`src/sv/ple_pkg.sv`:
```
// Shared types, field widths and codes of the positional list engine.
package ple_pkg;

	localparam int CAPACITY_DEF = 16;

	localparam int OP_W  = 2;
	localparam int POS_W = 5;
	localparam int VAL_W = 32;
	localparam int ST_W  = 2;
	localparam int IDX_W = 4;
	localparam int LEN_W = 5;

	localparam logic [OP_W-1:0] OP_INSERT = 2'd0;
	localparam logic [OP_W-1:0] OP_DELETE = 2'd1;

	typedef enum logic [ST_W-1:0] {
		ST_OK    = 2'd0,
		ST_RANGE = 2'd1,
		ST_FULL  = 2'd2,
		ST_EMPTY = 2'd3
	} status_t;

	typedef enum logic [3:0] {
		CMD_NONE,
		CMD_LOAD,
		CMD_START,
		CMD_TAKE,
		CMD_UP,
		CMD_DN,
		CMD_INS_FIN,
		CMD_DEL_FIN,
		CMD_LIST_EMIT,
		CMD_ERR_EMIT
	} cmd_t;

	typedef enum logic [3:0] {
		S_IDLE,
		S_CHECK,
		S_TAKE,
		S_UP,
		S_DN,
		S_INS_FIN,
		S_DEL_FIN,
		S_LIST,
		S_ERR
	} state_t;

	typedef struct packed {
		status_t chk;
		logic    op_ins;
		logic    op_del;
		logic    walk_done;
		logic    list_last;
		logic    out_free;
	} dp_stat_t;

endpackage

```
`src/sv/ple_req_if.sv`:
```
// Request channel: one word carries an operation, a position and a value.
interface ple_req_if import ple_pkg::*; ();
	logic                    valid;
	logic                    ready;
	logic [OP_W-1:0]         operation;
	logic [POS_W-1:0]        position;
	logic signed [VAL_W-1:0] value;

	modport source(output valid, output operation, output position, output value,
		input ready);
	modport sink(input valid, input operation, input position, input value,
		output ready);
endinterface

```
`src/sv/ple_rsp_if.sv`:
```
// Response channel: one word per emitted, inserted or removed element, or per error or empty list.
interface ple_rsp_if import ple_pkg::*; ();
	logic                    valid;
	logic                    ready;
	logic [ST_W-1:0]         status;
	logic [IDX_W-1:0]        element_index;
	logic signed [VAL_W-1:0] element_value;
	logic [LEN_W-1:0]        length;
	logic                    last;

	modport source(output valid, output status, output element_index,
		output element_value, output length, output last, input ready);
	modport sink(input valid, input status, input element_index,
		input element_value, input length, input last, output ready);
endinterface

```
`src/sv/ple_ctl.sv`:
```
// Controller state machine of the positional list engine.
module ple_ctl import ple_pkg::*; (
	input  logic     clk,
	input  logic     arst_n,
	input  logic     accept,
	input  dp_stat_t stat,
	output cmd_t     cmd,
	output logic     idle
);

	state_t state_q;
	state_t state_d;

	always_ff @(posedge clk or negedge arst_n) begin
		if (!arst_n) begin
			state_q <= S_IDLE;
		end else begin
			state_q <= state_d;
		end
	end

	always_comb begin
		state_d = state_q;
		cmd     = CMD_NONE;
		idle    = 1'b0;
		unique case (state_q)
			S_IDLE: begin
				idle = 1'b1;
				if (accept) begin
					cmd     = CMD_LOAD;
					state_d = S_CHECK;
				end
			end
			S_CHECK: begin
				cmd = CMD_START;
				priority if (stat.chk != ST_OK) begin
					state_d = S_ERR;
				end else if (stat.op_ins) begin
					state_d = S_UP;
				end else if (stat.op_del) begin
					state_d = S_TAKE;
				end else begin
					state_d = S_LIST;
				end
			end
			S_TAKE: begin
				cmd     = CMD_TAKE;
				state_d = S_DN;
			end
			S_UP: begin
				cmd = CMD_UP;
				if (stat.walk_done) begin
					state_d = S_INS_FIN;
				end
			end
			S_DN: begin
				cmd = CMD_DN;
				if (stat.walk_done) begin
					state_d = S_DEL_FIN;
				end
			end
			S_INS_FIN: begin
				if (stat.out_free) begin
					cmd     = CMD_INS_FIN;
					state_d = S_IDLE;
				end
			end
			S_DEL_FIN: begin
				if (stat.out_free) begin
					cmd     = CMD_DEL_FIN;
					state_d = S_IDLE;
				end
			end
			S_LIST: begin
				if (stat.out_free) begin
					cmd = CMD_LIST_EMIT;
					if (stat.list_last) begin
						state_d = S_IDLE;
					end
				end
			end
			S_ERR: begin
				if (stat.out_free) begin
					cmd     = CMD_ERR_EMIT;
					state_d = S_IDLE;
				end
			end
			default: begin
				state_d = S_IDLE;
			end
		endcase
	end

endmodule

```
`src/sv/ple_dp.sv`:
```
// Datapath: element memory, count, walk cursor and the response register.
module ple_dp import ple_pkg::*; #(
	parameter int CAPACITY = CAPACITY_DEF
) (
	input  logic                    clk,
	input  logic                    arst_n,
	input  cmd_t                    cmd,
	input  logic [OP_W-1:0]         operation,
	input  logic [POS_W-1:0]        position,
	input  logic signed [VAL_W-1:0] value,
	input  logic                    rsp_ready,
	output logic                    rsp_valid,
	output status_t                 rsp_status,
	output logic [IDX_W-1:0]        rsp_index,
	output logic signed [VAL_W-1:0] rsp_value,
	output logic [LEN_W-1:0]        rsp_length,
	output logic                    rsp_last,
	output dp_stat_t                stat
);

	localparam int CNT_W  = $clog2(CAPACITY + 1);
	localparam int ADDR_W = (CAPACITY > 1) ? $clog2(CAPACITY) : 1;
	localparam int CMP_W  = (CNT_W > POS_W) ? CNT_W : POS_W;

	logic signed [VAL_W-1:0] mem [CAPACITY];
	logic signed [VAL_W-1:0] rd_data_q;

	logic [OP_W-1:0]         op_q;
	logic [POS_W-1:0]        pos_q;
	logic signed [VAL_W-1:0] val_q;
	logic [CNT_W-1:0]        count_q;
	logic [CNT_W-1:0]        cur_q;
	logic                    pend_q;
	logic [ADDR_W-1:0]       wa_q;

	logic [CNT_W-1:0]        count_d;
	logic [CNT_W-1:0]        cur_d;
	logic                    pend_d;
	logic [ADDR_W-1:0]       wa_d;
	logic [CNT_W-1:0]        cur_m1;
	logic [CNT_W-1:0]        cur_p1;
	logic [CMP_W-1:0]        pos_c;
	logic [CMP_W-1:0]        count_c;
	logic [CMP_W-1:0]        cur_c;
	logic [CMP_W-1:0]        count_d_c;

	logic                    wr_en;
	logic [ADDR_W-1:0]       wr_addr;
	logic signed [VAL_W-1:0] wr_data;
	logic                    rd_en;
	logic [ADDR_W-1:0]       rd_addr;

	logic                    out_ld;
	status_t                 out_status;
	logic [IDX_W-1:0]        out_index;
	logic signed [VAL_W-1:0] out_value;
	logic                    out_last;

	logic                    out_valid_q;
	status_t                 out_status_q;
	logic [IDX_W-1:0]        out_index_q;
	logic signed [VAL_W-1:0] out_value_q;
	logic [LEN_W-1:0]        out_length_q;
	logic                    out_last_q;

	status_t                 chk;
	logic                    op_ins;
	logic                    op_del;
	logic                    list_last;

	assign pos_c     = CMP_W'(pos_q);
	assign count_c   = CMP_W'(count_q);
	assign cur_c     = CMP_W'(cur_q);
	assign count_d_c = CMP_W'(count_d);
	assign cur_m1    = cur_q - 1'b1;
	assign cur_p1    = cur_q + 1'b1;

	assign op_ins    = (op_q == OP_INSERT);
	assign op_del    = (op_q == OP_DELETE);
	assign list_last = (CMP_W'(cur_p1) == count_c);

	// Range check first, then capacity; operation code 3 lists like code 2.
	always_comb begin
		chk = ST_OK;
		priority if (op_ins) begin
			if (pos_c > count_c) begin
				chk = ST_RANGE;
			end else if (count_c >= CMP_W'(CAPACITY)) begin
				chk = ST_FULL;
			end
		end else if (op_del) begin
			if (pos_c >= count_c) begin
				chk = ST_RANGE;
			end
		end else begin
			if (count_q == '0) begin
				chk = ST_EMPTY;
			end
		end
	end

	always_comb begin
		count_d    = count_q;
		cur_d      = cur_q;
		pend_d     = 1'b0;
		wa_d       = wa_q;
		wr_en      = 1'b0;
		wr_addr    = wa_q;
		wr_data    = rd_data_q;
		rd_en      = 1'b0;
		rd_addr    = cur_q[ADDR_W-1:0];
		out_ld     = 1'b0;
		out_status = ST_OK;
		out_index  = '0;
		out_value  = '0;
		out_last   = 1'b1;
		unique case (cmd)
			CMD_NONE, CMD_LOAD: begin
			end
			CMD_START: begin
				rd_en   = 1'b1;
				rd_addr = op_del ? pos_c[ADDR_W-1:0] : '0;
				cur_d   = op_ins ? count_q : '0;
			end
			CMD_TAKE: begin
				cur_d = CNT_W'(pos_c + 1'b1);
			end
			CMD_UP: begin
				// Move entries up one slot, highest first; the write follows in the cycle after the read.
				wr_en = pend_q;
				if (cur_c > pos_c) begin
					rd_en   = 1'b1;
					rd_addr = cur_m1[ADDR_W-1:0];
					wa_d    = cur_q[ADDR_W-1:0];
					pend_d  = 1'b1;
					cur_d   = cur_m1;
				end
			end
			CMD_DN: begin
				// Move entries down one slot, lowest first.
				wr_en = pend_q;
				if (cur_c < count_c) begin
					rd_en   = 1'b1;
					rd_addr = cur_q[ADDR_W-1:0];
					wa_d    = cur_m1[ADDR_W-1:0];
					pend_d  = 1'b1;
					cur_d   = cur_p1;
				end
			end
			CMD_INS_FIN: begin
				wr_en     = 1'b1;
				wr_addr   = pos_c[ADDR_W-1:0];
				wr_data   = val_q;
				count_d   = count_q + 1'b1;
				out_ld    = 1'b1;
				out_index = pos_c[IDX_W-1:0];
				out_value = val_q;
			end
			CMD_DEL_FIN: begin
				count_d   = count_q - 1'b1;
				out_ld    = 1'b1;
				out_index = pos_c[IDX_W-1:0];
				out_value = val_q;
			end
			CMD_LIST_EMIT: begin
				out_ld    = 1'b1;
				out_index = cur_c[IDX_W-1:0];
				out_value = rd_data_q;
				out_last  = list_last;
				if (!list_last) begin
					rd_en   = 1'b1;
					rd_addr = cur_p1[ADDR_W-1:0];
					cur_d   = cur_p1;
				end
			end
			CMD_ERR_EMIT: begin
				out_ld     = 1'b1;
				out_status = chk;
			end
			default: begin
			end
		endcase
	end

	always_ff @(posedge clk) begin
		if (wr_en) begin
			mem[wr_addr] <= wr_data;
		end
		if (rd_en) begin
			rd_data_q <= mem[rd_addr];
		end
	end

	always_ff @(posedge clk) begin
		if (cmd == CMD_LOAD) begin
			op_q  <= operation;
			pos_q <= position;
			val_q <= value;
		end else if (cmd == CMD_TAKE) begin
			val_q <= rd_data_q;
		end
		if (out_ld) begin
			out_status_q <= out_status;
			out_index_q  <= out_index;
			out_value_q  <= out_value;
			out_length_q <= count_d_c[LEN_W-1:0];
			out_last_q   <= out_last;
		end
	end

	always_ff @(posedge clk or negedge arst_n) begin
		if (!arst_n) begin
			count_q     <= '0;
			cur_q       <= '0;
			pend_q      <= 1'b0;
			wa_q        <= '0;
			out_valid_q <= 1'b0;
		end else begin
			count_q <= count_d;
			cur_q   <= cur_d;
			pend_q  <= pend_d;
			wa_q    <= wa_d;
			if (out_ld) begin
				out_valid_q <= 1'b1;
			end else if (rsp_ready) begin
				out_valid_q <= 1'b0;
			end
		end
	end

	assign rsp_valid  = out_valid_q;
	assign rsp_status = out_status_q;
	assign rsp_index  = out_index_q;
	assign rsp_value  = out_value_q;
	assign rsp_length = out_length_q;
	assign rsp_last   = out_last_q;

	assign stat.chk       = chk;
	assign stat.op_ins    = op_ins;
	assign stat.op_del    = op_del;
	assign stat.walk_done = !pend_q && (op_ins ? !(cur_c > pos_c) : !(cur_c < count_c));
	assign stat.list_last = list_last;
	assign stat.out_free  = !out_valid_q || rsp_ready;

endmodule

```
`src/sv/positional_list_engine_top.sv`:
```
// Top level of the positional list engine: a bounded ordered list of signed values.
//
// The engine holds up to CAPACITY signed 32-bit values in a single-port-write,
// single-port-read memory with registered read data. A request word carries an
// operation: insert places value at position (0 up to the current length) and
// moves later elements up; delete removes the element at position (below the
// length), moves later elements down and returns it; list (codes 2 and 3) sends
// every element in order. Insert and delete give one response word; list gives
// one per element with last set on the final one, or a single list-empty word
// when nothing is held. A bad position, or an insert into a full list, gives one
// word with the error status, zero index and value, last set, and changes
// nothing; the range check wins over the full check. Every word reports the
// length after the operation. One request is worked at a time: request.ready is
// high only while the engine is idle, but it rises again while the last
// response word still waits in the output register. The walk moves one element
// per cycle, limited by the memory's one read and one write port; list sends
// one word per cycle while the response side takes them, and stalls when it
// does not. The memory needs no clearing after reset, since only entries below
// the length are ever used.
module positional_list_engine_top import ple_pkg::*; #(
	parameter int CAPACITY = CAPACITY_DEF
) (
	input logic        clk,
	input logic        arst_n,
	ple_req_if.sink    request,
	ple_rsp_if.source  response
);

	cmd_t     cmd;
	dp_stat_t stat;
	logic     idle;
	logic     accept;
	status_t  rsp_status;

	// Take a word only when the controller is idle.
	assign request.ready = idle;
	assign accept        = request.valid && idle;

	ple_ctl u_ctl (
		.clk    (clk),
		.arst_n (arst_n),
		.accept (accept),
		.stat   (stat),
		.cmd    (cmd),
		.idle   (idle)
	);

	ple_dp #(
		.CAPACITY (CAPACITY)
	) u_dp (
		.clk        (clk),
		.arst_n     (arst_n),
		.cmd        (cmd),
		.operation  (request.operation),
		.position   (request.position),
		.value      (request.value),
		.rsp_ready  (response.ready),
		.rsp_valid  (response.valid),
		.rsp_status (rsp_status),
		.rsp_index  (response.element_index),
		.rsp_value  (response.element_value),
		.rsp_length (response.length),
		.rsp_last   (response.last),
		.stat       (stat)
	);

	assign response.status = rsp_status;

	// A request is worked alone: no second word right after one is taken.
	a_single_word: assert property (@(posedge clk) disable iff (!arst_n)
		(request.valid && request.ready) |=> !request.ready)
		else $error("request taken while previous one still in progress");

	// Never load the response register over a word that is still held.
	a_emit_free: assert property (@(posedge clk) disable iff (!arst_n)
		(cmd == CMD_INS_FIN || cmd == CMD_DEL_FIN || cmd == CMD_LIST_EMIT ||
		 cmd == CMD_ERR_EMIT) |-> stat.out_free)
		else $error("response register overwritten");

	// Error and empty words always close their request.
	a_err_last: assert property (@(posedge clk) disable iff (!arst_n)
		(response.valid && rsp_status != ST_OK) |-> response.last)
		else $error("status word without last");

endmodule
```
`src/flat_wrapper.sv`:
```
// flat-port wrapper written by rule: the top's interface ports become plain ports
module positional_list_engine_top_flat import ple_pkg::*;
#(
	parameter int CAPACITY = CAPACITY_DEF
)
  (clk, arst_n, request_valid, request_operation, request_position, request_value, request_ready, response_valid, response_status, response_element_index, response_element_value, response_length, response_last, response_ready);
  ple_req_if request_i ();
  ple_rsp_if response_i ();
  input logic clk;
  input logic arst_n;
  input wire logic [$bits(request_i.valid)-1:0] request_valid;
  input wire logic [$bits(request_i.operation)-1:0] request_operation;
  input wire logic [$bits(request_i.position)-1:0] request_position;
  input wire logic [$bits(request_i.value)-1:0] request_value;
  output wire logic [$bits(request_i.ready)-1:0] request_ready;
  output wire logic [$bits(response_i.valid)-1:0] response_valid;
  output wire logic [$bits(response_i.status)-1:0] response_status;
  output wire logic [$bits(response_i.element_index)-1:0] response_element_index;
  output wire logic [$bits(response_i.element_value)-1:0] response_element_value;
  output wire logic [$bits(response_i.length)-1:0] response_length;
  output wire logic [$bits(response_i.last)-1:0] response_last;
  input wire logic [$bits(response_i.ready)-1:0] response_ready;
  assign request_i.valid = request_valid;
  assign request_i.operation = request_operation;
  assign request_i.position = request_position;
  assign request_i.value = request_value;
  assign request_ready = request_i.ready;
  assign response_valid = response_i.valid;
  assign response_status = response_i.status;
  assign response_element_index = response_i.element_index;
  assign response_element_value = response_i.element_value;
  assign response_length = response_i.length;
  assign response_last = response_i.last;
  assign response_i.ready = response_ready;
  positional_list_engine_top #(.CAPACITY(CAPACITY)) u_core (.clk(clk), .arst_n(arst_n), .request(request_i), .response(response_i));
endmodule
```
`config.mk`:
```
export PLATFORM = sky130hd
export DESIGN_NAME = positional_list_engine_top_flat
export DESIGN_NICKNAME = d
export VERILOG_FILES = /design/src/sv/ple_pkg.sv /design/src/sv/ple_req_if.sv /design/src/sv/ple_rsp_if.sv /design/src/sv/ple_ctl.sv /design/src/sv/ple_dp.sv /design/src/sv/positional_list_engine_top.sv /design/src/flat_wrapper.sv
export SDC_FILE = /design/constraint.sdc
export NUM_CORES = 1
export LEC_CHECK = 0
export BUFFER_PORTS_ARGS = -buffer_cell sky130_fd_sc_hd__buf_2
export CORE_MARGIN = 5
export CORE_UTILIZATION = 25
export DETAILED_ROUTE_END_ITERATION = 12
export MAX_ROUTING_LAYER = met4
export PLACE_DENSITY_LB_ADDON = 0.08
export SETUP_SLACK_MARGIN = 0.1
export SYNTH_ARGS = -nofsm -noshare
export SYNTH_HDL_FRONTEND = slang
export SYNTH_HIERARCHICAL = 1
export SYNTH_SLANG_ARGS = --single-unit
```
`constraint.sdc`:
```
create_clock -name clk -period 4.65 [get_ports clk]
set_input_delay 0.465 -clock clk [delete_from_list [all_inputs] [get_ports clk]]
set_output_delay 0.465 -clock clk [all_outputs]
set_load 0.03 [all_outputs]
```
After elaboration in Yosys (flattened, before gate mapping)
Memory sizes are Yosys's and may differ from the RTL's. A register that Yosys moved wholly into a read port is not among the register bits.
Index checks and enable logic that the tools add are counted.
Word-level totals
  flip-flop bits (word level): 103
  bits in writable memories: 512
  bits of input ports: 43
  output and inout bits: 46
  logic and storage cells: 129
  memories kept: 1
Operators by class
  add/sub/neg operators: 5
  order comparisons: 5
  equality and inequality tests: 28
  mux-type cells: 54
  reduce and logical (&&, ||, !) cells: 22
Memory list
  u_core.u_dp.mem: depth 16, bits a word 32, read ports 1, clocked after Yosys merged registers in 1, wr ports 1, RTL line ple_dp.sv:25  | logic signed [VAL_W-1:0] mem [CAPACITY];
Operator list (number)
  2-to-1 mux 32 bit: 3
  one-hot mux 32 bit (2 select lines): 1
  2-to-1 mux 4 bit: 15
  one-hot mux 4 bit (9 select lines): 1
  == test 4 x 3 -> 1 bit, second input constant: 8
  one-hot mux 4 bit (7 select lines): 1
  one-hot mux 5 bit (5 select lines): 1
  2-to-1 mux 5 bit: 4
  == test 4 x 2 -> 1 bit, second input constant: 4
  one-hot mux 4 bit (2 select lines): 2
  adder 5 x 1 -> 5 bit, second input constant: 3
  == test 4 bit, second input constant: 3
  2-to-1 mux 1 bit: 12
  2-to-1 mux 3 bit: 4
  one-hot mux 4 bit (3 select lines): 1
  greater-than comparator 5 bit: 2
  2-to-1 mux 2 bit: 5
  inequality test 2 x 1 -> 1 bit, second input constant: 5
  one-hot mux 5 bit (2 select lines): 1
  subtractor 5 x 1 -> 5 bit, second input constant: 2
  == test 4 x 1 -> 1 bit, second input constant: 2
  inequality test 2 bit, second input constant: 4
  nonzero test 2 bit: 4
  AND reduction 6 bit: 1
  other kinds (19): 25

Logic depth before layout (Yosys ltp)
Gate-level depths: netlist (run 1).
  depth after elaboration: 10
  depth in mapped cells: 18
  mapped depth without buffers: 14

Cells and area by module
Netlist (run 1), hierarchy kept.
By module, submodules not included
  ple_dp: instances 1, cells each 1890, area an instance 26539.2 µm²
  ple_ctl: instances 1, cells each 55, area an instance 434.2 µm²
  positional_list_engine_top: instances 1, cells each 1, area an instance 6.3 µm²

Least setup slack after synthesis (run 1)
OpenSTA, ideal clock, no wires.
  kind: reg2reg
  start: reg u_core.u_ctl.state_q[0]
  end: reg u_core.u_dp.out_index_q[0], in the netlist u_core/u_dp/rsp_index[0], enable pin
  arrival: 4.574 ns
  required time: 4.142 ns
  setup slack: -0.432 ns
  stages on the path, launching flop included: 7
  cell sequence: dfrtp_1 -> buf_2 -> nor4b_1 -> a31oi_1 -> nor2b_1 -> nand2b_1 -> o21ai_0
Between the ends
  elaborated cells on any way between the ends: 19
RTL lines
  start: declaration: RTL line ple_ctl.sv:11  | state_t state_q;
  start signal: assignment: RTL line ple_ctl.sv:18  | state_q <= state_d;
  == test 4 bit, or another cell as far along: RTL line ple_ctl.sv:26  | unique case (state_q)
  one-hot mux 4 bit (9 select lines) (*): RTL line ple_ctl.sv:26
  via u_core.cmd[3]: RTL line positional_list_engine_top.sv:29  | cmd_t cmd;
  == test 4 bit or == test 4 x 3 -> 1 bit (tied branches): RTL line ple_dp.sv:117  | unique case (cmd)
  OR reduction 4 bit (no line) (*)
  2-to-1 mux 1 bit (*): RTL line ple_dp.sv:117
  via u_core.u_dp.out_ld: RTL line ple_dp.sv:53  | logic out_ld;
  end signal: assignment: RTL line ple_dp.sv:204  | out_index_q <= out_index;
  end: declaration: RTL line ple_dp.sv:61  | logic [IDX_W-1:0] out_index_q;
The timed path passes the listed nets; every way through them passes the cells marked *.
A chain may end at the register's enable or synchronous reset.

Worst setup path in the final report (run 1)
  start: reg u_core.u_ctl.state_q[2]
  end: reg u_core.u_dp.rd_data_q[19] (read register of u_core.u_dp.mem), data pin
Between the ends
  elaborated cells on any way between the ends: 19
RTL lines
  == test 4 bit, or another cell as far along: RTL line ple_ctl.sv:26
  one-hot mux 4 bit (9 select lines) (*): RTL line ple_ctl.sv:26
  via u_core.cmd[3]: RTL line positional_list_engine_top.sv:29
  == test 4 bit, or another cell as far along: RTL line ple_dp.sv:117
  one-hot mux 1 bit (4 select lines) or one-hot mux 4 bit (3 select lines) (tied branches): RTL line ple_dp.sv:117
  end: declaration: RTL line ple_dp.sv:26  | logic signed [VAL_W-1:0] rd_data_q;
Marked as above.

==> run summary, run 1 <==
status -> complete, no violations
commonest non-fill, non-tap cell in the layout -> edfxtp_1
mapped cell area -> 27000 µm²
P&R area growth vs syn -> 19.6%
Worst slew margin -> 16.1%
Routed WL -> 82700 µm
total grt overflow -> 0
Worst Setup Start Kind -> flop
first-pass GRT wire length -> 119000 µm
main flop type after synthesis -> edfxtp_1
CP max stage cell -> o311ai_1
TritonCTS Buffers -> 78
GR Util All Layers -> 14.4%
Pleak -> 11.6 nW
port buffer count -> 88
Final Skew -> 21.0 ps
Most Frequent Cell on Critical Path -> a21oi_1
most frequent cells in the layout -> edfxtp_1, nand2_1, a21oi_1, buf_2, clkbuf_16
Clock Root Buffer -> clkbuf_16
Synth Warn # -> 6
Final Instance Area -> 32300 µm²
DP Wirelength -> 46600 µm
Flop pwr share -> 35.0%
maximum clock rate -> 238 MHz
Combinational Power Share -> 43.6%
Placer Congestion -> 0.778
period utilization -> 90.2%
Avg WL per Cell -> 23.3 µm
Pint -> 16.0 mW
DRC violations left -> 0
Synth Register Bits -> 647
Hold Path Origin -> request_position[1]
worst path cell trace -> buf_4, nor4b_1, a31oi_1, nor2b_2, nand2b_1, or3_1, o311ai_1, a21oi_4, buf_12, a21oi_1, a21oi_1, a22oi_1, nand2_1
endpoint type of the worst setup path -> flop
Sw Pwr -> 10.9 mW
Non-Filler Instances -> 3558
initial antenna violation count -> 1
Slew @ Worst Pin -> 1250 ps
Worst-Skew Late Latency -> 620 ps
register area share after synthesis -> 71.6%
Vias -> 16561
worst hold path class -> input port to flop
hold depth -> 1
post-route ant nets -> 0
diode count -> 0
max cap viols -> 0
post-place instance area -> 29800 µm²
Yosys cell types -> 73
row count -> 120
cell total after placement -> 3407
number of max-slew violations in the final report -> 0
critical path type -> flop to flop
minimum clock period -> 4190 ps
Critical Path AT -> 4560 ps
asr flop ratio synth -> 3.09%
crit path from -> u_core/u_ctl/state_q[2]$_DFFE_PN0P_
final setup fails -> 0
Die Span X -> 339 µm
post-DR vias/cell -> 4.65
clock sinks -> 647
crit-path max cell delay -> 610 ps
Crit. path cell count -> 13
total iterations of the first detailed-routing run -> 5
Worst EP required -> 5010 ps
Syn Area/Cell -> 13.9 µm²
Switching Fraction -> 40.6%
Net Count, Synth -> 2011
CTS H-tree lvls -> 3
share of layout cells above drive strength 1 -> 19.1%
reg2reg start -> u_core/u_ctl/state_q[2]$_DFFE_PN0P_
core area -> 107000 µm²
number of synthesized flops with an enable pin -> 627
fill count -> 10845
CTS tree -> done
worst r2r path cells -> 13
Nets -> 2159
1st-iter DRT viols -> 1017
Crit Path Max Fanout -> 128
WP buf/inv -> 2
IR drop worst, VDD -> 671 µV
I/O Pins -> 89
vias in the first global route -> 16679
Mapped Cells -> 1946
die area -> 115000 µm²
Starting Density -> 25.2%
RSZ-0062 raised after global routing -> false
Power Density -> 833 nW/µm²
clock slew at reported path FFs -> 60 ps
delay-heaviest family, CP -> simple AND/OR/NAND/NOR gates
largest net degree at the start of global routing -> 129
clk buf depth -> 3
clock share of power -> 21.4%
Final Hold Fails -> 0
chip height -> 339 µm
power by group through the flow:
stage	sequential, mW	combinational [mW]	clock, mW
detailed placement	9.53	11.9	0
finish	9.42	11.7	5.76
global route	9.52	12.9	6.21
floorplan	9.72	7.15	0
global placement	9.53	11.8	0
CTS	9.43	12.0	5.98
layer usage:
metal,vias up,share of wire (%),GRT usage [%]
met4,0,2.3,3.83
met5,-,0,-
met3,122,3.5,2.06
li1,7624,-,-
met2,314,46,21.8
met1,8501,49,20.4
per-stage QoR:
stage	hold slack [ps]	worst slack, ps	utilization, %	power [mW]	TNS (ps)
after floorplan	169	-242	-	16.9	-46180
after global placement	513	141	27.8	21.4	0
after detailed placement	514	51.2	27.8	21.4	0
after CTS	5.83	161	30.1	27.4	0
after global routing	17.8	112	30.1	28.7	0
final	55.9	456	30.1	26.9	0
path summary, 6_finish.rpt:
path / end / slack, ps
max: u_core/u_dp/rd_data_q[19]$_DFFE_PP_ / 460
min: u_core/u_dp/pos_c[1]$_DFFE_PP_ / 60
max reg2reg: u_core/u_dp/rd_data_q[19]$_DFFE_PP_ / 460
min reg2reg: u_core/u_dp/wa_q[0]$_DFFE_PN0P_ / 550
max in group asynchronous: u_core/u_dp/wa_q[2]$_DFFE_PN0P_ / 3860
min in group asynchronous: u_core/u_dp/count_c[4]$_DFF_PN0_ / 400
cells in the mapped netlist (all sizes together), types with 6 or more instances:
master	instances	area [µm²]
a211oi	6	50.1
nor3	12	65.1
a21oi	149	749
nor2	37	139
nand3	71	355
ha	21	263
xor2	9	78.8
nor2b	11	68.8
a22oi	36	270
a21o	7	52.6
nand2b	8	50.1
edfxtp	627	18800
o21ai	25	125
buf	54	315
inv	20	75.1
nand2	447	1680
a221oi	33	439
dfrtp	20	500
o22ai	33	206
clkbuf	65	244
xnor2	11	96.3
and3	8	50.1
mux2	68	769
mux2i	63	631
a31oi	10	68.8
a22o	33	289
cells by family (layout without fill, tap and decap cells):
| kind of cell | count (synthesis) | in the layout | share of synthesized area [%] |
|---|---|---|---|
| compound gates | 366 | 367 | 9.46 |
| xor+xnor | 20 | 20 | 0.649 |
| fa+ha+maj | 22 | 22 | 1.05 |
| buf+inv | 139 | 347 | 2.35 |
| flops | 647 | 647 | 71.6 |
| mux | 131 | 131 | 5.19 |
| simple gates | 621 | 621 | 9.66 |
worst register-to-register path: stages (launching register included):
cell	delay, ps
dfrtp_1	370
buf_4	190
nor4b_1	400
a31oi_1	90
nor2b_2	280
nand2b_1	250
or3_1	520
o311ai_1	610
a21oi_4	80
buf_12	290
a21oi_1	420
a21oi_1	90
a22oi_1	270
nand2_1	90
flip-flops by register name, summed over array words and instances (netlist names):
register / cells
u_core/u_ctl/state_q: 4
u_core/u_dp/count_c: 5
u_core/u_dp/cur_c: 5
u_core/u_dp/mem: 512
u_core/u_dp/op_q: 2
u_core/u_dp/pend_q: 1
u_core/u_dp/pos_c: 5
u_core/u_dp/rd_data_q: 32
u_core/u_dp/rsp_index: 4
u_core/u_dp/rsp_last: 1
u_core/u_dp/rsp_length: 5
u_core/u_dp/rsp_status: 2
u_core/u_dp/rsp_valid: 1
u_core/u_dp/rsp_value: 32
u_core/u_dp/val_q: 32
u_core/u_dp/wa_q: 4
layout make-up:
| class | count | area (µm²) | area share, % |
|---|---|---|---|
| Clock buffer | 106 | 2100 | 6.50 |
| Clock inverter | 35 | 292 | 0.903 |
| Inverter | 20 | 75.1 | 0.233 |
| Multi-Input combinational cell | 1161 | 7260 | 22.5 |
| Sequential cell | 647 | 19300 | 59.9 |
| Tap cell | 1403 | 1760 | 5.44 |
| Timing Repair Buffer | 186 | 1460 | 4.54 |
what timing repair did:
action                                  in CTS  in global routing
buffers inserted                             1                  0
cloned                                       0                  2
pin swaps                                    1                  0
hold buffers                                 7                  0
resized for setup                            0                  7
endpoints found under the setup margin      18                 32
hold endpoints to repair                    26                  0
Note: power is estimated with default switching activity, not from simulation.
==> run 2: changes to the inputs <==
--- a/config.mk
+++ b/config.mk
@@ -11,6 +11,7 @@
 export DETAILED_ROUTE_END_ITERATION = 12
 export MAX_ROUTING_LAYER = met4
 export PLACE_DENSITY_LB_ADDON = 0.08
+export REMOVE_ABC_BUFFERS = 1
 export SETUP_SLACK_MARGIN = 0.1
 export SYNTH_ARGS = -nofsm -noshare
 export SYNTH_HDL_FRONTEND = slang
==> run 2 against run 1 <==
Against the previous run: count of clock-buffer cells in the layout down 5; wire length up 1.1%; maximum frequency decreased by 1.1%; critical endpoint is now u_core/u_dp/rd_data_q[12]$_DFFE_PP_; total power increased by 0.70%; clock power increased by 3%.
==> run summary, run 2 (same netlist as run 1, synthesis figures left out) <==
Worst slew margin -> 29.4%
first-pass GRT wire length -> 121000 µm
clock sinks -> 647
TritonCTS Buffers -> 79
GR Util All Layers -> 14.7%
post-place instance area -> 29900 µm²
1st-iter DRT viols -> 960
Avg WL per Cell -> 23.5 µm
CTS H-tree lvls -> 3
max cap viols -> 0
hold depth -> 2
DRC violations left -> 0
Hold Path Origin -> request_value[1]
Pleak -> 11.6 nW
share of layout cells above drive strength 1 -> 19.3%
worst r2r path cells -> 14
most frequent cells in the layout -> edfxtp_1, nand2_1, a21oi_1, buf_2, clkbuf_16
CP max stage cell -> o311ai_1
commonest non-fill, non-tap cell in the layout -> edfxtp_1
Slew @ Worst Pin -> 1050 ps
port buffer count -> 88
row count -> 120
core area -> 107000 µm²
Clock Root Buffer -> clkbuf_16
Final Hold Fails -> 0
clk buf depth -> 3
die area -> 115000 µm²
Final Instance Area -> 32400 µm²
RSZ-0062 raised after global routing -> false
post-DR vias/cell -> 4.63
Die Span X -> 339 µm
I/O Pins -> 89
DP Wirelength -> 45700 µm
Gates resized, CTS repair -> 0
Worst Setup Start Kind -> flop
Worst EP required -> 5020 ps
Crit Path Max Fanout -> 20
Power Density -> 835 nW/µm²
worst hold path class -> input port to flop
total iterations of the first detailed-routing run -> 4
max FFs per register -> 512
Biggest register -> u_core/u_dp/mem
crit-path max cell delay -> 600 ps
chip height -> 339 µm
total grt overflow -> 0
P&R area growth vs syn -> 20.3%
maximum clock rate -> 236 MHz
worst hold path endpoint -> u_core/u_dp/val_q[1]$_DFFE_PP_
post-route ant nets -> 0
clock slew at reported path FFs -> 60 ps
Routed WL -> 83600 µm
dpl ws -> 132 ps
critical path type -> flop to flop
R2R Path End -> u_core/u_dp/rd_data_q[12]$_DFFE_PP_
Placer Congestion -> 0.814
Nets -> 2156
Vias -> 16476
CTS tree -> done
Final WS setup -> 408 ps
period utilization -> 91.2%
initial antenna violation count -> 2
vias in the first global route -> 16688
endpoint type of the worst setup path -> flop
number of max-slew violations in the final report -> 0
reg2reg start -> u_core/u_ctl/state_q[1]$_DFFE_PN0P_
final setup fails -> 0
Worst-Skew Late Latency -> 630 ps
Final Skew -> 15.8 ps
WP buf/inv -> 3
largest net degree at the start of global routing -> 126
Critical Path AT -> 4610 ps
delay-heaviest family, CP -> simple AND/OR/NAND/NOR gates
minimum clock period -> 4240 ps
status -> complete, no violations
Starting Density -> 25.2%
IR drop worst, VDD -> 582 µV
worst path cell trace -> buf_4, nor4b_1, a31oi_1, nor2b_1, nand2b_1, or3_1, o311ai_1, a21oi_4, nand2_1, buf_4, a21oi_4, buf_12, a221oi_2, nand2_1
R2R Setup Slk -> 410 ps
run 2: changes by cell type in the layout (fill, tap and decap cells not counted), moves of 3 or more:
cell,before,now
inv_6,0,3
clkbuf_1,26,20
buf_4,69,54
buf_12,18,33
clkinv_1,19,16
clkinv_2,7,15
run 2: metal layers:
layer | track usage, % | share of wire, %
met1 | 20.1 | 48
met2 | 23.2 | 47
met4 | 3.74 | 1.8
met5 | - | 0
met3 | 2.12 | 3.5
run 2: worst max path at each step:
stage                     cells after the start  slack, ps                           startpoint                                   to
after floorplan                              12      -6930  u_core/u_ctl/state_q[1]$_DFFE_PN0P_  u_core/u_dp/rd_data_q[30]$_DFFE_PP_
after global placement                       14        160                       response_ready  u_core/u_dp/rd_data_q[27]$_DFFE_PP_
after detailed placement                     14        130                       response_ready  u_core/u_dp/rd_data_q[27]$_DFFE_PP_
after CTS                                    13        150  u_core/u_ctl/state_q[0]$_DFFE_PN0P_   u_core/u_dp/rd_data_q[0]$_DFFE_PP_
after global routing                         15        130  u_core/u_ctl/state_q[0]$_DFFE_PN0P_   u_core/u_dp/rd_data_q[0]$_DFFE_PP_
final                                        14        410  u_core/u_ctl/state_q[1]$_DFFE_PN0P_  u_core/u_dp/rd_data_q[12]$_DFFE_PP_
run 2: cell type report:
class	count	area, µm²
clock inverter	42	368
tap	1403	1760
sequential	647	19300
fill	10774	74800
inverter	20	75.1
multi-input combinational	1160	7240
antenna	1	2.50
timing repair buffer	183	1590
clock buffer	101	2090
run 2: timing repair:
item / 4_1_cts / 5_1_grt
setup endpoints to repair: 0 / 14
buffers inserted: 0 / 2
hold buffers: 8 / 0
hold endpoints to repair: 27 / 0
run 2: stage by stage:
stage	cells	total power [mW]	setup TNS (ps)	util [%]	hold WS, ps
after floorplan	1827	16.0	-1059900	-	169
after global placement	3403	21.5	0	27.9	528
after detailed placement	3403	21.5	0	27.9	527
after CTS	3554	27.6	0	30.3	72.8
after global routing	3556	28.8	0	30.3	99.8
final	3557	27.1	0	30.3	139
run 2: where the power goes:
group	internal [mW]	leakage [nW]	switching, mW
registers	8.91	5.95	0.470
logic	3.73	4.47	8.04
clock network	3.47	1.21	2.46
total	16.1	11.6	11.0
==> run 3: changes to the inputs <==
==> constraint.sdc (replaced) <==
create_clock -name clk -period 3.85 [get_ports clk]
set_input_delay 0.385 -clock clk [delete_from_list [all_inputs] [get_ports clk]]
set_output_delay 0.385 -clock clk [all_outputs]
set_load 0.03 [all_outputs]
==> run 3 against run 2 <==
Against the previous run: flip-flop and latch count unchanged; wire length is 3.0% higher; clock power grew 23%; die area unchanged; sequential share of layout area down 2.6 points; clock skew is 18 ps higher; register-to-register slack lost 230 ps; critical path depth up 2; sequential power up 20%; first-iteration DRC count up 14%; hold slack got worse by 81 ps; largest cell class unchanged.
==> run summary, run 3 (same netlist as run 1, synthesis figures left out) <==
Critical Path AT -> 4060 ps
Placer Congestion -> 0.803
I/O Pins -> 89
DRC violations left -> 0
initial antenna violation count -> 1
Combinational Power Share -> 46.8%
Switching Fraction -> 40.0%
sequential standard cell area -> 19300 µm²
largest net degree at the start of global routing -> 59
crit path from -> u_core/u_ctl/state_q[2]$_DFFE_PN0P_
CTS H-tree lvls -> 3
clock share of power -> 20.8%
first-pass GRT wire length -> 124000 µm
clock sinks -> 647
chip height -> 339 µm
worst hold path class -> input port to flop
Nets -> 2266
Final Skew -> 33.3 ps
DP Wirelength -> 49000 µm
vias in the first global route -> 17181
RSZ-0062 raised after global routing -> true
status -> complete, no violations
busiest grt layer -> met2
met3 Use GR -> 2.21%
diode count -> 0
GR Util All Layers -> 15.0%
Slew @ Worst Pin -> 1170 ps
Sw Pwr -> 14.0 mW
Flop pwr share -> 32.4%
Worst Setup Start Kind -> flop
R2R Setup Slk -> 180 ps
clock slew at reported path FFs -> 60 ps
IR drop worst, VDD -> 659 µV
Worst slew margin -> 21.4%
cell total after placement -> 3462
GRT met2 Usage -> 23.3%
Starting Density -> 25.2%
multi-input combinational cell area -> 7460 µm²
Avg WL per Cell -> 23.5 µm
commonest non-fill, non-tap cell in the layout -> edfxtp_1
Final Hold Fails -> 0
P&R area growth vs syn -> 25.7%
Die Span X -> 339 µm
row count -> 120
share of layout cells above drive strength 1 -> 23.9%
Worst EP required -> 4240 ps
post-route ant nets -> 0
Pwr Total -> 35.0 mW
worst r2r path cells -> 16
fill count -> 10678
final setup fails -> 0
maximum clock rate -> 273 MHz
1st-iter DRT viols -> 1092
post-DR vias/cell -> 4.63
Vias -> 16951
TritonCTS Buffers -> 79
CTS tree -> done
TNS Setup -> 0 ps
minimum clock period -> 3670 ps
max FFs per register -> 512
total iterations of the first detailed-routing run -> 5
Crit Path Max Fanout -> 16
core area -> 107000 µm²
Clock Root Buffer -> clkbuf_16
R2R Path End -> u_core/u_dp/rd_data_q[28]$_DFFE_PP_
Routed WL -> 86200 µm
Hold Path Origin -> request_value[25]
Non-Filler Instances -> 3662
Biggest register -> u_core/u_dp/mem
Worst-Skew Late Latency -> 650 ps
max cap viols -> 0
met1 Use GR -> 20.7%
final core utilization -> 31.6%
die area -> 115000 µm²
reg2reg start -> u_core/u_ctl/state_q[2]$_DFFE_PN0P_
most frequent cells in the layout -> edfxtp_1, nand2_1, a21oi_1, buf_4, buf_2
port buffer count -> 88
period utilization -> 95.3%
total grt overflow -> 0
Power Density -> 1030 nW/µm²
number of max-slew violations in the final report -> 0
endpoint type of the worst setup path -> flop
clk buf depth -> 3
Pleak -> 12.3 nW
Worst Setup EP -> u_core/u_dp/rd_data_q[28]$_DFFE_PP_
Pint -> 21.0 mW
critical path type -> flop to flop
==> run 3: cell count changes in the layout (fill, tap and decap cells not counted), sizes merged <==
cell / change
buf: +90
inv: -3
diode: -1
clkinv: -3
dlygate4sd3: +16
bufinv: +2
a21o: +1
bufbuf: +1
clkbuf: -1
clkinvlp: +3
==> run 3: critical path: stages (launching register included) <==
cell and delay, ps:
dfrtp_2 440, buf_4 190, nor2b_2 170, a31oi_1 170, nor2b_2 90, or4b_4 540
a31oi_4 210, o21ai_1 130, o211a_1 170, a21o_4 210, buf_12 160, bufbuf_16 310
buf_4 180, nand2_1 70, nand3_1 70, a22oi_1 230, nand2_1 80
==> run 3: layer usage <==
layer | wire [µm] | up-vias | part of all wire (%)
met5 | 0 | - | 0
met4 | 1790 | 0 | 2.1
met3 | 3150 | 122 | 3.7
met2 | 39700 | 324 | 46
met1 | 41500 | 8667 | 48
li1 | - | 7838 | -
==> run 3: per-stage QoR <==
step	worst slack [ps]	instance area [µm²]	hold slack [ps]
finish	182	33900	58.0
global route	57.2	33900	29.7
CTS	103	33600	1.29
detailed placement	-157	30500	446
global placement	-70.3	30500	437
floorplan	-7730	26400	89.4
==> run 3: cell type report <==
type / instances / area share, %
tap: 1403 / 5.18
multi-input combinational: 1161 / 22.0
timing repair buffer: 292 / 8.19
clock buffer: 98 / 6.04
sequential: 647 / 57.0
clock inverter: 41 / 1.36
inverter: 20 / 0.232
==> run 3: how the worst min path moves through the flow <==
| stage | end | slack, ps | cells past startpoint |
|---|---|---|---|
| final | u_core/u_dp/val_q[25]$_DFFE_PP_ | 60 | 2 |
| after global routing | u_core/u_dp/val_q[0]$_DFFE_PP_ | 30 | 2 |
| after CTS | u_core/u_dp/val_q[0]$_DFFE_PP_ | 1 | 2 |
| after detailed placement | u_core/u_dp/count_c[4]$_DFF_PN0_ | 450 | 1 |
| after global placement | u_core/u_dp/count_c[4]$_DFF_PN0_ | 440 | 1 |
| after floorplan | u_core/u_ctl/state_q[0]$_DFFE_PN0P_ | 90 | 0 |
==> run 3: power groups by stage <==
stage / Clock, mW / Combinational, mW / Sequential (mW)
global route: 7.84 / 17.9 / 11.4
global placement: 0 / 15.3 / 11.5
detailed placement: 0 / 15.3 / 11.5
finish: 7.27 / 16.4 / 11.3
CTS: 7.55 / 16.1 / 11.3
floorplan: 0 / 7.05 / 11.8
==> run 3: repair_timing <==
action	4_1_cts	5_1_grt
gates resized for setup	19	43
buffers inserted	16	14
hold endpoints to repair	43	0
pin swaps	5	13
setup endpoints to repair	100	182
cloned	5	2
hold buffers	24	0
